`src/hdl/utf8_stream_decoder_unit_defines.svh`:
```
// Assertion helpers for the UTF-8 stream decoder.
`ifndef UTF8_STREAM_DECODER_UNIT_DEFINES_SVH
`define UTF8_STREAM_DECODER_UNIT_DEFINES_SVH

// Checked only out of reset.
`define USD_ASSERT(lbl, prop, msg) \
  lbl: assert property (@(posedge clk) disable iff (!rst_n) prop) else $error(msg);

// Checked on every edge, reset included.
`define USD_ASSERT_ALWAYS(lbl, prop, msg) \
  lbl: assert property (@(posedge clk) prop) else $error(msg);

`endif

```
`src/hdl/usd_pkg.sv`:
```
package usd_pkg;

  localparam int unsigned CP_W   = 21;
  localparam int unsigned KIND_W = 2;

  localparam logic [KIND_W-1:0] KIND_NORMAL    = 2'd0;
  localparam logic [KIND_W-1:0] KIND_REPLACED  = 2'd1;
  localparam logic [KIND_W-1:0] KIND_TRUNCATED = 2'd2;

  localparam logic [CP_W-1:0] REPLACEMENT_CP = 21'h00FFFD;

  typedef struct packed {
    logic [7:0] data_byte;
    logic       end_of_string;
  } in_beat_t;

  typedef struct packed {
    logic [CP_W-1:0]   code_point;
    logic [KIND_W-1:0] result_kind;
  } out_beat_t;

endpackage

```
`src/hdl/utf8_stream_decoder_unit.sv`:
```
// UTF-8 stream decoder: one byte in, at most one code point out.
// Input channel: in_valid / in_stall / in_beat carry one byte per beat plus
// an end_of_string flag on the last byte of a string.
// Output channel: out_valid / out_stall / out_beat carry a 21-bit code point
// and a kind: normal, replacement (0xFFFD for a bad lead byte) or truncated
// (code point 0 when a string ends inside a sequence).
// Two registers deep: an accepted byte lands in the input register, is
// decoded there against the sequence state and its result is written to
// the output register once that register is free. Throughput is one byte
// per cycle while no stalled result blocks the input; the decode is a
// single pass of short logic between the two registers.
// Continuation bytes produce no beat unless they end a character or a
// string; a multi-byte character comes out with its last byte.
// Reset (rst_n low, synchronous) empties both registers and clears the
// pending count and partial code point.
// While out_stall holds a result, the output register keeps it; in_stall
// rises only once the input register also holds a byte with a result due.
`include "utf8_stream_decoder_unit_defines.svh"

module utf8_stream_decoder_unit (
  input  logic               clk,
  input  logic               rst_n,
  input  logic               in_valid,
  output logic               in_stall,
  input  usd_pkg::in_beat_t  in_beat,
  output logic               out_valid,
  input  logic               out_stall,
  output usd_pkg::out_beat_t out_beat
);

  logic               s1_vld_r;
  usd_pkg::in_beat_t  s1_r;
  logic               out_vld_r;
  usd_pkg::out_beat_t out_r;
  logic [1:0]         pending_r;
  logic [usd_pkg::CP_W-1:0] partial_r;

  logic [1:0]         pending_nxt;
  logic [usd_pkg::CP_W-1:0] partial_nxt;
  logic               emit;
  usd_pkg::out_beat_t res;
  logic               out_free;
  logic               s1_adv;

  // Decode of the byte held in the input register.
  always_comb begin
    pending_nxt     = pending_r;
    partial_nxt     = partial_r;
    emit            = 1'b0;
    res.code_point  = '0;
    res.result_kind = usd_pkg::KIND_NORMAL;
    if (pending_r != 2'd0) begin
      // any byte counts as continuation while a sequence is open
      partial_nxt = {partial_r[usd_pkg::CP_W-7:0], s1_r.data_byte[5:0]};
      pending_nxt = pending_r - 2'd1;
      if (pending_nxt == 2'd0) begin
        emit           = 1'b1;
        res.code_point = partial_nxt;
        partial_nxt    = '0;
      end else if (s1_r.end_of_string) begin
        emit            = 1'b1;
        res.result_kind = usd_pkg::KIND_TRUNCATED;
        pending_nxt     = 2'd0;
        partial_nxt     = '0;
      end
    end else begin
      unique case (s1_r.data_byte) inside
        8'b0???????: begin
          emit           = 1'b1;
          res.code_point = {13'd0, s1_r.data_byte};
        end
        8'b110?????: begin
          partial_nxt = {16'd0, s1_r.data_byte[4:0]};
          pending_nxt = 2'd1;
        end
        8'b1110????: begin
          partial_nxt = {17'd0, s1_r.data_byte[3:0]};
          pending_nxt = 2'd2;
        end
        8'b11110???: begin
          partial_nxt = {18'd0, s1_r.data_byte[2:0]};
          pending_nxt = 2'd3;
        end
        default: begin
          emit            = 1'b1;
          res.code_point  = usd_pkg::REPLACEMENT_CP;
          res.result_kind = usd_pkg::KIND_REPLACED;
        end
      endcase
      // lead byte flagged last: truncated, nothing stays open
      if (pending_nxt != 2'd0 && s1_r.end_of_string) begin
        emit            = 1'b1;
        res.code_point  = '0;
        res.result_kind = usd_pkg::KIND_TRUNCATED;
        pending_nxt     = 2'd0;
        partial_nxt     = '0;
      end
    end
  end

  assign out_free  = !out_vld_r || !out_stall;
  assign s1_adv    = s1_vld_r && (!emit || out_free);
  assign in_stall  = s1_vld_r && !s1_adv;
  assign out_valid = out_vld_r;
  assign out_beat  = out_r;

  always_ff @(posedge clk) begin
    if (!rst_n) begin
      s1_vld_r  <= 1'b0;
      out_vld_r <= 1'b0;
      pending_r <= 2'd0;
      partial_r <= '0;
    end else begin
      if (!in_stall) begin
        s1_vld_r <= in_valid;
      end
      if (s1_adv) begin
        pending_r <= pending_nxt;
        partial_r <= partial_nxt;
      end
      if (out_free) begin
        out_vld_r <= s1_adv && emit;
      end
    end
  end

  always_ff @(posedge clk) begin
    if (!in_stall && in_valid) begin
      s1_r <= in_beat;
    end
    if (out_free && s1_adv && emit) begin
      out_r <= res;
    end
  end

  `USD_ASSERT_ALWAYS(a_idle_partial_clear,
    (pending_r == 2'd0) |-> (partial_r == '0),
    "partial code point left with no sequence open")
  `USD_ASSERT(a_repl_value,
    (out_vld_r && out_r.result_kind == usd_pkg::KIND_REPLACED) |->
      (out_r.code_point == usd_pkg::REPLACEMENT_CP),
    "replacement kind without 0xFFFD")
  `USD_ASSERT(a_trunc_value,
    (out_vld_r && out_r.result_kind == usd_pkg::KIND_TRUNCATED) |->
      (out_r.code_point == '0),
    "truncated kind with nonzero code point")
  `USD_ASSERT(a_kind_range,
    out_vld_r |-> (out_r.result_kind <= usd_pkg::KIND_TRUNCATED),
    "undefined result kind")
  `USD_ASSERT(a_stall_cause,
    in_stall |-> (s1_vld_r && emit && out_vld_r && out_stall),
    "input stalled without a blocked result")
  `USD_ASSERT(a_seq_after_trunc,
    (s1_adv && emit && res.result_kind == usd_pkg::KIND_TRUNCATED) |=>
      (pending_r == 2'd0),
    "sequence still open after truncation")

endmodule

```
`config.mk`:
```
export PLATFORM = sky130hd
export DESIGN_NAME = utf8_stream_decoder_unit
export DESIGN_NICKNAME = d
export VERILOG_FILES = /design/src/hdl/usd_pkg.sv /design/src/hdl/utf8_stream_decoder_unit.sv
export VERILOG_INCLUDE_DIRS = /design/src /design/src/hdl
export SDC_FILE = /design/constraint.sdc
export NUM_CORES = 1
export LEC_CHECK = 0
export BUFFER_PORTS_ARGS = -buffer_cell sky130_fd_sc_hd__buf_2
export CAP_MARGIN = 20
export CORE_MARGIN = 8
export CORE_UTILIZATION = 45
export CTS_CLUSTER_SIZE = 10
export DETAILED_ROUTE_END_ITERATION = 10
export PLACE_DENSITY = 0.69
export SLEW_MARGIN = 30
export SYNTH_ARGS = -nofsm -noshare
export SYNTH_HDL_FRONTEND = slang
export SYNTH_SLANG_ARGS = --single-unit
```
`constraint.sdc`:
```
create_clock -name clk -period 2.6 [get_ports clk]
set_clock_uncertainty 0.1 [all_clocks]
set_input_delay 0.13 -clock clk [delete_from_list [all_inputs] [get_ports clk]]
set_output_delay 0.13 -clock clk [all_outputs]
set_load 0.05 [all_outputs]
```
Word-level counts from Yosys, hierarchy flattened
Cells that the tools add are included.
- reductions and logical operators: 21
- multiplexer cells: 23
- add/sub/neg operators: 1
- eq/ne operators: 3
- bitwise operators: 1
- operators with widths (operator ; count):
    $mux W15 ; 4
    $mux W23 ; 2
    $pmux W15 S3 ; 1
    $pmux W16 S2 ; 1
    $mux W21 ; 1
    $mux W2 ; 7
    $logic_and A1 B1 Y1 ; 7
    $mux W1 ; 6
    $pmux W2 S3 ; 1
    $eq A5 B5 Y1 const B ; 1
    $logic_not A1 Y1 ; 5
    $reduce_bool A5 Y1 ; 1
    $eq A4 B4 Y1 const B ; 1
    $reduce_bool A2 Y1 ; 2
    $reduce_or A4 Y1 ; 1
    $eq A3 B3 Y1 const B ; 1
    $reduce_or A3 Y1 ; 1
    $logic_not A2 Y1 ; 1
    $logic_or A1 B1 Y1 ; 2
    $reduce_and A2 Y1 ; 1
    $sub A2 B1 Y2 const B ; 1
    $not A1 Y1 ; 1
- flip-flop bits (word level): 51
- output and inout bits: 25
- bits of input ports: 13

Longest topological paths before layout
- depth after elaboration: 14
- gate-level depth with buffers: 8
- mapped depth without buffers: 7

Worst setup path before layout
No wires, ideal clock.
- kind: register to register
- start point: register pending_r[0]
- end point: register out_r, in the netlist out_beat[0], enable pin
- cell stages (with the launch flop): 7
- library setup time: 411 ps
- setup slack: -230 ps
- clock period less this slack: 2830 ps
- path buffers: 1
- arrival time: 2319 ps
- data required time: 2089 ps
- cell sequence: dfxtp_1 ha_1 clkbuf_1 nor2_1 a41oi_1 o21ai_0 a21oi_1
- word-level cells in the longest chain between the ends: 11
- elaborated cells between the ends (all ways): 15
- classes of those cells: add/sub: 1; mux: 5; reduce/logical: 9
- RTL lines (what ; RTL line ; RTL):
    start: declaration ; utf8_stream_decoder_unit.sv:35 ; logic [1:0] pending_r;
    start signal: assignment ; utf8_stream_decoder_unit.sv:118 ; pending_r <= pending_nxt;
    $pmux W2 S3 ; utf8_stream_decoder_unit.sv:67 ; unique case (s1_r.data_byte) inside
    $mux W2 ; utf8_stream_decoder_unit.sv:52 ; if (pending_r != 2'd0) begin
    $reduce_bool A2 Y1 ; utf8_stream_decoder_unit.sv:91 ; if (pending_nxt != 2'd0 && s1_r.end_of_string) begin
    $logic_and A1 B1 Y1 ; utf8_stream_decoder_unit.sv:91 ;
    $mux W1 ; utf8_stream_decoder_unit.sv:91 ;
    $mux W1 * ; utf8_stream_decoder_unit.sv:52 ;
    $logic_not A1 Y1 ; utf8_stream_decoder_unit.sv:102 ; assign s1_adv = s1_vld_r && (!emit || out_free);
    $logic_or A1 B1 Y1 ; utf8_stream_decoder_unit.sv:102 ;
    $logic_and A1 B1 Y1 ; utf8_stream_decoder_unit.sv:102 ;
    $logic_and A1 B1 Y1 ; utf8_stream_decoder_unit.sv:131 ; if (out_free && s1_adv && emit) begin
    $logic_and A1 B1 Y1 * ; utf8_stream_decoder_unit.sv:131 ;
    end signal: assignment ; utf8_stream_decoder_unit.sv:132 ; out_r <= res;
    end: declaration ; utf8_stream_decoder_unit.sv:34 ; usd_pkg::out_beat_t out_r;
Every way passes the cells marked *; elsewhere a longest branch is shown, timed or not. The select of a mux whose other input is x is not followed.
A chain may end at the register's enable or synchronous reset.

Worst setup path in the final report
- start point: register pending_r[0]
- end point: output in_stall
- word-level cells in the longest chain between the ends: 11
- elaborated cells between the ends (all ways): 15
- classes of those cells: add/sub: 1; mux: 5; reduce/logical: 9
- RTL lines (what ; RTL line ; RTL):
    $pmux W2 S3 ; utf8_stream_decoder_unit.sv:67 ;
    $mux W2 ; utf8_stream_decoder_unit.sv:52 ;
    $reduce_bool A2 Y1 ; utf8_stream_decoder_unit.sv:91 ;
    $logic_and A1 B1 Y1 ; utf8_stream_decoder_unit.sv:91 ;
    $mux W1 ; utf8_stream_decoder_unit.sv:91 ;
    $mux W1 * ; utf8_stream_decoder_unit.sv:52 ;
    $logic_not A1 Y1 * ; utf8_stream_decoder_unit.sv:102 ;
    $logic_or A1 B1 Y1 * ; utf8_stream_decoder_unit.sv:102 ;
    $logic_and A1 B1 Y1 * ; utf8_stream_decoder_unit.sv:102 ;
    $logic_not A1 Y1 * ; utf8_stream_decoder_unit.sv:103 ; assign in_stall = s1_vld_r && !s1_adv;
    $logic_and A1 B1 Y1 * ; utf8_stream_decoder_unit.sv:103 ;
    end: declaration ; utf8_stream_decoder_unit.sv:24 ; output logic in_stall,
Marked as above.

==> flow_results.xml <==
<?xml version="1.0" encoding="UTF-8"?>
<metrics>
  <group name="run_status">
    <metric name="status" unit="">finished, final reports clean</metric>
  </group>
  <group name="placed_design">
    <metric name="placement.io_buffers" unit="">37</metric>
    <metric name="post-dp-hpwl" unit="mm">2.95</metric>
    <metric name="place.gp.congestion" unit="">0.827</metric>
    <metric name="placed_cells_incl_taps" unit="">288</metric>
  </group>
  <group name="power_and_ir_drop">
    <metric name="clkPwrFrac" unit="%">30.6</metric>
    <metric name="power.switching" unit="mW">0.447</metric>
    <metric name="power_leakage" unit="nW">1.18</metric>
    <metric name="vdd_ir_drop_max" unit="V">0.000340</metric>
    <metric name="seq_power_share" unit="%">53.6</metric>
    <metric name="power_density" unit="nW/um2">640</metric>
    <metric name="swShare" unit="%">25.8</metric>
    <metric name="p_int" unit="mW">1.29</metric>
    <metric name="power.share.combinational" unit="%">15.8</metric>
  </group>
  <group name="finish">
    <metric name="area_growth_syn_to_layout" unit="%">20.6</metric>
    <metric name="insertedDiodeCount" unit="">0</metric>
    <metric name="fin_util" unit="%">56.9</metric>
    <metric name="drive_above_1_share" unit="%">26.4</metric>
    <metric name="number_of_nets_at_the_end_of_the_flow" unit="">253</metric>
    <metric name="number_of_standard_cells_in_the_final_layout_excluding_fillers" unit="">306</metric>
  </group>
  <group name="critical_path">
    <metric name="critPathKind" unit="">reg2out</metric>
    <metric name="critical_path.slowest_cell" unit="">sky130_fd_sc_hd__dfxtp_1</metric>
    <metric name="critical_path_buf_inv_count" unit="">2</metric>
    <metric name="crit_required" unit="ns">2.37</metric>
    <metric name="critical-path-max-stage-delay" unit="ns">0.44</metric>
    <metric name="critical_path.max_fanout" unit="">11</metric>
    <metric name="path_cells" unit="">inv_1, ha_1, nor2_1, a41oi_1, o21ai_0, nor2_2, buf_2</metric>
    <metric name="arrival" unit="ns">2.06</metric>
    <metric name="largest_delay_contributor_family_on_the_critical_path" unit="">compound AO/OA/AOI/OAI gates</metric>
    <metric name="timing.critical_path.from_type" unit="">flop</metric>
    <metric name="worstSetupEndpointType" unit="">primary output</metric>
  </group>
  <group name="sta">
    <metric name="tightest_slew" unit="ns">0.462</metric>
    <metric name="fin_crit" unit="ns">2.29</metric>
    <metric name="final.period_utilization" unit="%">88.2</metric>
    <metric name="setup_violations" unit="">0</metric>
    <metric name="final_hold_viol_count" unit="">0</metric>
    <metric name="timing.slew.headroom" unit="%">68.8</metric>
    <metric name="fin_setup_tns" unit="ns">0</metric>
    <metric name="report.final.slew_viol_count" unit="">0</metric>
    <metric name="setup_repair_after_global_routing_missed_its_margin" unit="">false</metric>
    <metric name="fmax" unit="MHz">436</metric>
  </group>
  <group name="die">
    <metric name="floorplan.core_area" unit="um2">4750</metric>
    <metric name="die_area" unit="um2">7500</metric>
    <metric name="initial_cell_density_of_the_core" unit="%">47.2</metric>
    <metric name="placementRows" unit="">25</metric>
    <metric name="num_io_pins" unit="">38</metric>
    <metric name="floorplan.die.width" unit="um">86.6</metric>
    <metric name="die_height" unit="um">86.6</metric>
  </group>
  <group name="yosys">
    <metric name="synth.top_cell.area_share" unit="%">42.8</metric>
    <metric name="sequential_cell_area_fraction_in_the_yosys_report" unit="%">59.8</metric>
    <metric name="synthTopCellsByArea" unit="">sky130_fd_sc_hd__edfxtp_1, sky130_fd_sc_hd__dfxtp_1, sky130_fd_sc_hd__mux2i_1, sky130_fd_sc_hd__nand2_1, sky130_fd_sc_hd__a21o_1</metric>
    <metric name="synthesis.area_per_instance" unit="um2">11.9</metric>
    <metric name="synthesis.yosys.warnings" unit="">0</metric>
    <metric name="synth_cell_type_count" unit="">40</metric>
    <metric name="synth_top_cell_by_area" unit="">sky130_fd_sc_hd__edfxtp_1</metric>
    <metric name="yosys_register_bits" unit="">51</metric>
    <metric name="synth_ff_type" unit="">sky130_fd_sc_hd__edfxtp_1</metric>
    <metric name="synthCells" unit="">188</metric>
    <metric name="synth_enable_flop_cells" unit="">32</metric>
    <metric name="ys_async_sr_fraction" unit="%">0</metric>
    <metric name="synthMostInstantiatedCell" unit="">sky130_fd_sc_hd__nand2_1</metric>
    <metric name="syn_nets" unit="">203</metric>
    <metric name="mappedNetlistArea" unit="um2">2240</metric>
    <metric name="synth_commonest_cells" unit="">sky130_fd_sc_hd__nand2_1, sky130_fd_sc_hd__edfxtp_1, sky130_fd_sc_hd__dfxtp_1</metric>
  </group>
  <group name="routing">
    <metric name="initial_drt_pass_iterations" unit="">4</metric>
    <metric name="drt-initial-drc-count" unit="">92</metric>
    <metric name="vias" unit="">1588</metric>
    <metric name="drt.antenna.violating_nets" unit="">0</metric>
    <metric name="remaining_drc_errors" unit="">0</metric>
    <metric name="detail_route.vias_per_cell" unit="">5.19</metric>
    <metric name="totalWireLength" unit="mm">4.29</metric>
    <metric name="routed_wire_length_per_instance" unit="um">14.0</metric>
  </group>
  <group name="clock_network">
    <metric name="clockBufferDepth" unit="">2</metric>
    <metric name="insertion_delay" unit="ns">0.30</metric>
    <metric name="clock_sink_count" unit="">51</metric>
    <metric name="cts.root.buffer_cell" unit="">sky130_fd_sc_hd__clkbuf_8</metric>
    <metric name="cts.reportedPaths.clkPinSlew" unit="ns">0.08</metric>
    <metric name="cts_tree" unit="">built</metric>
    <metric name="cts.repair_timing.setup_buffer_count" unit="">0</metric>
    <metric name="cts-buffers-inserted" unit="">5</metric>
    <metric name="h-tree-depth" unit="">2</metric>
  </group>
  <group name="global_route">
    <metric name="largest_net_degree_at_the_start_of_global_routing" unit="">26</metric>
    <metric name="grt.total_usage" unit="%">12.2</metric>
    <metric name="grt_first_pass_wirelength" unit="mm">7.22</metric>
    <metric name="grt-ovfl-total" unit="">0</metric>
    <metric name="number_of_antenna_violations_at_the_first_check_in_global_routing" unit="">0</metric>
    <metric name="grt_pass1_vias" unit="">1538</metric>
  </group>
  <group name="job">
    <metric name="number_of_max_capacitance_violations_reported" unit="">0</metric>
  </group>
  <group name="hold_path">
    <metric name="min_path_type" unit="">in2reg</metric>
  </group>
</metrics>
repair_timing:
action | CTS | global route
hold buffers | 10 | 0
resized for setup | 0 | 0
endpoints found under the hold margin | 10 | 0
setup endpoints to repair | 0 | 0
layout make-up:
class	instances	area (um2)
fill	421	2050
tap	67	83.8
inverter	3	11.3
multi-input combinational	123	827
clock inverter	1	30.0
timing repair buffer	54	338
sequential	51	1340
clock buffer	7	76.3
stage by stage:
stage          power [mW]  area (um2)  hold WS (ns)  worst slack, ns
5_1_grt              1.81        2710         0.202           0.0825
2_1_floorplan        1.15        2250         0.129            0.142
6_report             1.73        2710         0.184            0.307
3_3_place_gp         1.21        2500         0.206            0.455
3_5_place_dp         1.21        2500         0.208            0.422
4_1_cts              1.75        2710         0.178            0.331
state kept, by name, indices dropped and copies added (netlist names):
name       cells
s1_r           9
s1_vld_r       1
out_valid      1
pending_r      2
out_beat      23
partial_r     15
power groups by stage:
stage	Sequential (mW)	Combinational, mW	Clock (mW)
finish	0.930	0.274	0.530
global route	0.935	0.295	0.582
CTS	0.930	0.276	0.541
detailed placement	0.948	0.263	0
global placement	0.948	0.263	0
floorplan	1.02	0.135	0
worst register-to-register path, cell delays in order (launching register included):
cell                      delay (ns)
sky130_fd_sc_hd__dfxtp_1        0.44
sky130_fd_sc_hd__inv_1          0.07
sky130_fd_sc_hd__ha_1           0.34
sky130_fd_sc_hd__nor2_1         0.15
sky130_fd_sc_hd__a41oi_1        0.05
sky130_fd_sc_hd__o21ai_0        0.40
sky130_fd_sc_hd__nor2_2         0.09
sky130_fd_sc_hd__nor2b_1        0.16
sky130_fd_sc_hd__buf_4          0.17
logic make-up after synthesis:
group	count (synthesis)	share of synthesized area (%)
flip-flops	51	59.8
adder cells (fa/ha/maj)	2	1.11
AND/OR/NAND/NOR	65	13.8
buffers and inverters	14	3.68
AO/OA/AOI/OAI	40	14.5
multiplexers	16	7.13
layout by cell type (no fill, tap or decap), types with 2 or more instances in the layout:
master / netlist / layout
sky130_fd_sc_hd__or2_2: 2 / 2
sky130_fd_sc_hd__o22a_1: 3 / 3
sky130_fd_sc_hd__clkbuf_1: 5 / 2
sky130_fd_sc_hd__dlygate4sd3_1: 0 / 10
sky130_fd_sc_hd__o21ai_0: 5 / 5
sky130_fd_sc_hd__a31oi_1: 2 / 2
sky130_fd_sc_hd__a31o_2: 2 / 2
sky130_fd_sc_hd__nand3_1: 5 / 5
sky130_fd_sc_hd__nor2_2: 1 / 2
sky130_fd_sc_hd__a21oi_1: 3 / 2
sky130_fd_sc_hd__and2_1: 6 / 6
sky130_fd_sc_hd__inv_1: 3 / 3
sky130_fd_sc_hd__a21o_1: 12 / 12
sky130_fd_sc_hd__edfxtp_1: 32 / 32
sky130_fd_sc_hd__nor2b_1: 4 / 4
sky130_fd_sc_hd__mux2i_1: 16 / 16
sky130_fd_sc_hd__ha_1: 2 / 2
sky130_fd_sc_hd__dfxtp_1: 19 / 19
sky130_fd_sc_hd__nand2_1: 34 / 34
sky130_fd_sc_hd__a21boi_0: 2 / 2
sky130_fd_sc_hd__buf_2: 3 / 37
sky130_fd_sc_hd__clkbuf_8: 0 / 5
sky130_fd_sc_hd__buf_4: 0 / 7
sky130_fd_sc_hd__nor2_1: 7 / 6
final timing paths:
path	startpoint	end	slack, ns	cells past startpoint
max	pending_r[0]	in_stall	0.31	7
min	out_stall	out_valid	0.18	3
max reg2reg	pending_r[0]	s1_r[3]	0.36	8
min reg2reg	partial_r[12]	partial_r[12]	0.36	2
routing by layer:
metal / vias up / track usage (%) / share of wire, %
met3: 8 / 4.06 / 5.9
met4: 0 / 5.32 / 1.3
li1: 778 / - / -
met2: 44 / 20.2 / 50
met5: - / 0 / 0
met1: 758 / 13.9 / 43
(Power assumes the default switching activity.)
